==> src/rtl/wft_ram.sv <==
// Generic single-write, single-read RAM with registered read data.
`timescale 1ns / 1ps

module wft_ram #(
   parameter int WIDTH = 8,
   parameter int DEPTH = 32,
   localparam int ADDR_W = (DEPTH > 1) ? $clog2(DEPTH) : 1
) (
   input  logic              clock,
   input  logic              we,
   input  logic [ADDR_W-1:0] waddr,
   input  logic [WIDTH-1:0]  wdata,
   input  logic [ADDR_W-1:0] raddr,
   output logic [WIDTH-1:0]  rdata
);

   logic [WIDTH-1:0] mem_ff [DEPTH];

   always_ff @(posedge clock) begin
      if (we) begin
         mem_ff[waddr] <= wdata;
      end
      rdata <= mem_ff[raddr];
   end

endmodule

==> config.mk <==
export PLATFORM = sky130hd
export DESIGN_NAME = wft_ram
export DESIGN_NICKNAME = d
export VERILOG_FILES = /design/src/rtl/wft_ram.sv
export SDC_FILE = /design/constraint.sdc
export NUM_CORES = 1
export LEC_CHECK = 0
export BUFFER_PORTS_ARGS = -buffer_cell sky130_fd_sc_hd__buf_2
export CORE_UTILIZATION = 60
export CTS_CLUSTER_DIAMETER = 80
export CTS_CLUSTER_SIZE = 12
export DETAILED_ROUTE_END_ITERATION = 10
export PLACE_DENSITY = 0.77
export SYNTH_ARGS = -nofsm -noshare
export SYNTH_HDL_FRONTEND = slang
export SYNTH_SLANG_ARGS = --single-unit
==> constraint.sdc <==
create_clock -name clock -period 6.4 [get_ports clock]
set_input_delay 0.96 -clock clock [delete_from_list [all_inputs] [get_ports clock]]
set_output_delay 0.96 -clock clock [all_outputs]
set_load 0.05 [all_outputs]
==> metrics.md <==
| Metric | Value |
|---|---|
| Status | complete, no violations |
| Via-to-Cell Ratio | 6.437 |
| Hold crit path type | input pin to flip-flop |
| Yosys reg bits | 264 |
| Dpl hpwl | 11,280 um |
| Setup_tns | 0 ps |
| Switching Fraction | 20.50% |
| Setup bufs post-CTS | 0 |
| Crit Path Max Fanout | 43 |
| Hold_sp | raddr[3] |
| First DRT Iteration DRCs | 522 |
| Leak pwr | 3.414 nW |
| Main combinational cell family by area after synthesis | multiplexers |
| CTS Root Cell | clkbuf_16 |
| Boundary Pins | 28 |
| Area share of the largest cell type after synthesis | 76.47% |
| Drt wl/cell | 27.89 um |
| CTS tree | done |
| Cell area after synthesis | roughly 0.010 mm^2 |
| Clock power frac | 38.0% |
| Pin count of the biggest net entering global routing | 44 |
| Chip Height | about 130 um |
| Reg2Reg Setup Slack | about 4600 ps |
| Fin crit period | 3195 ps |
| Required @ worst endpoint | ~6800 ps |
| Reg-to-Reg Start | mem_ff[18][6]$_DFFE_PP_ |
| Sequential group share of total power | 56.3% |
| Data arrival, critical path | 3600 ps |
| Hold Path Cell Cnt | 2 |
| Nets@finish | 473 |
| Synth Area in Adders | 0% |
| Total number of vias | 4,416 |
| Multi-input logic area | 0.002100 mm^2 |
| Yosys warning count | 0 |
| Die W | 131.4 um |
| RD Place Congestion | 0.7799 |
| Combinational power share | between 5 and 6% |
| Total grt overflow | 0 |
| WS Path Type | input pin to flip-flop |
| Cell Rows | 46 |
| Area growth, synth to finish | 10.08% |
| Hold EP | rdata[5]$_DFF_P_ |
| Seq/Total Area, Yosys | 78.06% |
| Antenna cell count | 0 |
| CP Capture Type | flip-flop |
| Relative slew slack | 37.02% |
| Fmax | approximately 0.31 GHz |
| Smallest hold slack | 868.8 ps |
| Max Slew Vio Count | 0 |
| Most common cell after layout, fill and taps aside | edfxtp_1 |
| Fraction of layout cells with a size suffix above 1 | 30.85% |
| Clk buf depth | 3 |
| Final worst path period share | 49.92% |
| Syn Nets | 437 |
| Clock slew at reported path FFs | 60 ps |
| RSZ-0062 raised after global routing | no |
| Post-synth top area cell | edfxtp_1 |
| Least-Margin Pin Slew | 941.2 ps |
| Reg2reg path depth | 3 |
| Vias in the first global route | 4,537 |
| Buffers on Ports | 27 |
| Worst R2R End | rdata[6]$_DFF_P_ |
| Final WL | 19,130 um |
| CP startpoint kind | input pin |
| Synth Area in Compound Gates | 0% |
| Cell Pwr Density | a little over 300 mW/mm^2 |
| Setup Skew | 8.416 ps |
| Multiplexer area fraction after synthesis | between 10% and 20% |
| Fin. Hold Viols | 0 |
| Initial DRT Pass Iterations | 5 |
| Antenna viol nets, final | 0 |
| Worst-Skew Late Latency | 510 ps |
| Max-Cap Viols | 0 |
| Initial Util | 62.38% |
| Total Die Area | 0.01728 mm^2 |
| Final setup fails | 0 |
| Post-cts gate resize count | 0 |
| Syn avg cell area | about 24 um^2 |
| First-pass GRT wire length | 28,610 um |
| CTS Sinks | 264 |
| Hold-fix buffers, CTS | 0 |
| Sequential Area | 0.007848 mm^2 |
| DRC | 0 |
| P_int | 2.728 mW |
| Synth area leaders | edfxtp_1 (76%), mux4_2 (18%), dfxtp_1 (1.6%), nor2_1 (1.2%), mux2_2 (0.90%) |
| Post-Synth XOR/XNOR Area | 0% |
| Maximum vdd ir drop | between 0.2 and 0.25 mV |
| Dpl cells | roughly 640 |
| Most frequent cells in the layout | edfxtp_1 (256), mux4_2 (80), nor2_1 (33) |
| Num CTS Buffers | 25 |
| Layout fillers | 1,000 |
| Syn Inst Count | 417 |
| Initial antenna violation count | 1 |
| Synth cell types | 15 |
| GR Util All Layers | 23.34% |
| H-Tree Depth | 1 |
| Core ar. | approximately 0.016 mm^2 |
| Post-Synth Simple-Gate Area | slightly above 2% |
| CP Launch Point | raddr[0] |
| Non-Filler Instances | slightly below 700 |
| NetSw | 0.7035 mW |
==> cell usage after synthesis, drive strengths merged <==
cell	count
nand2	1
dfxtp	8
edfxtp	256
mux4	80
or3	1
mux2	8
buf	14
clkbuf	6
or3b	3
nand3b	5
nand3	2
nor2	33
==> how the worst max path moves through the flow <==
stage / end / slack (ps)
2_1_floorplan: rdata[0]$_DFF_P_ / 3640
3_3_place_gp: rdata[4]$_DFF_P_ / 2630
3_5_place_dp: rdata[4]$_DFF_P_ / 2600
4_1_cts: rdata[4]$_DFF_P_ / 3140
5_1_grt: rdata[7]$_DFF_P_ / 3020
6_report: rdata[4]$_DFF_P_ / 3210
==> cell families (layout without fill, tap and decap cells) <==
family	after synthesis	after routing
buf+inv	20	73
flops	264	264
simple gates	45	45
mux	88	88
==> state kept, by name (all words and copies together), names as in the netlist <==
name	flops
rdata	8
mem_ff	256
==> final cells by class <==
class	count	area share, %
clock buffer	44	6.297
multi-input combinational	133	18.97
sequential	264	70.91
tap	216	2.442
timing repair buffer	29	1.379
==> per-layer routing <==
metal	track usage [%]	wire length, um
met4	5.814	301
met1	35.18	7826
met3	5.131	1942
met2	35.51	9060
met5	0	0
==> power groups by stage <==
stage	clock network [mW]	logic (mW)	registers, mW
after floorplan	0	0.102	1.99
after global placement	0	0.191	1.97
after global routing	1.38	0.207	1.93
final	1.30	0.196	1.93
after detailed placement	0	0.196	1.97
after CTS	1.32	0.197	1.93
==> stage by stage <==
stage / setup slack [ps] / utilization, % / cell area (um^2) / total power [mW]
finish: 3205 / 68.67 / 11070 / 3.431
global route: 3020 / 68.67 / 11070 / 3.524
CTS: 3139 / 68.67 / 11070 / 3.452
detailed placement: 2601 / 64.35 / 10370 / 2.165
global placement: 2633 / 64.35 / 10370 / 2.158
floorplan: 3638 / - / 10050 / 2.092
==> critical path: stages <==
cell	delay, ps
buf_4	670
buf_4	530
mux4_2	600
mux4_2	510
mux2_2	290
(Power assumes the default switching activity.)
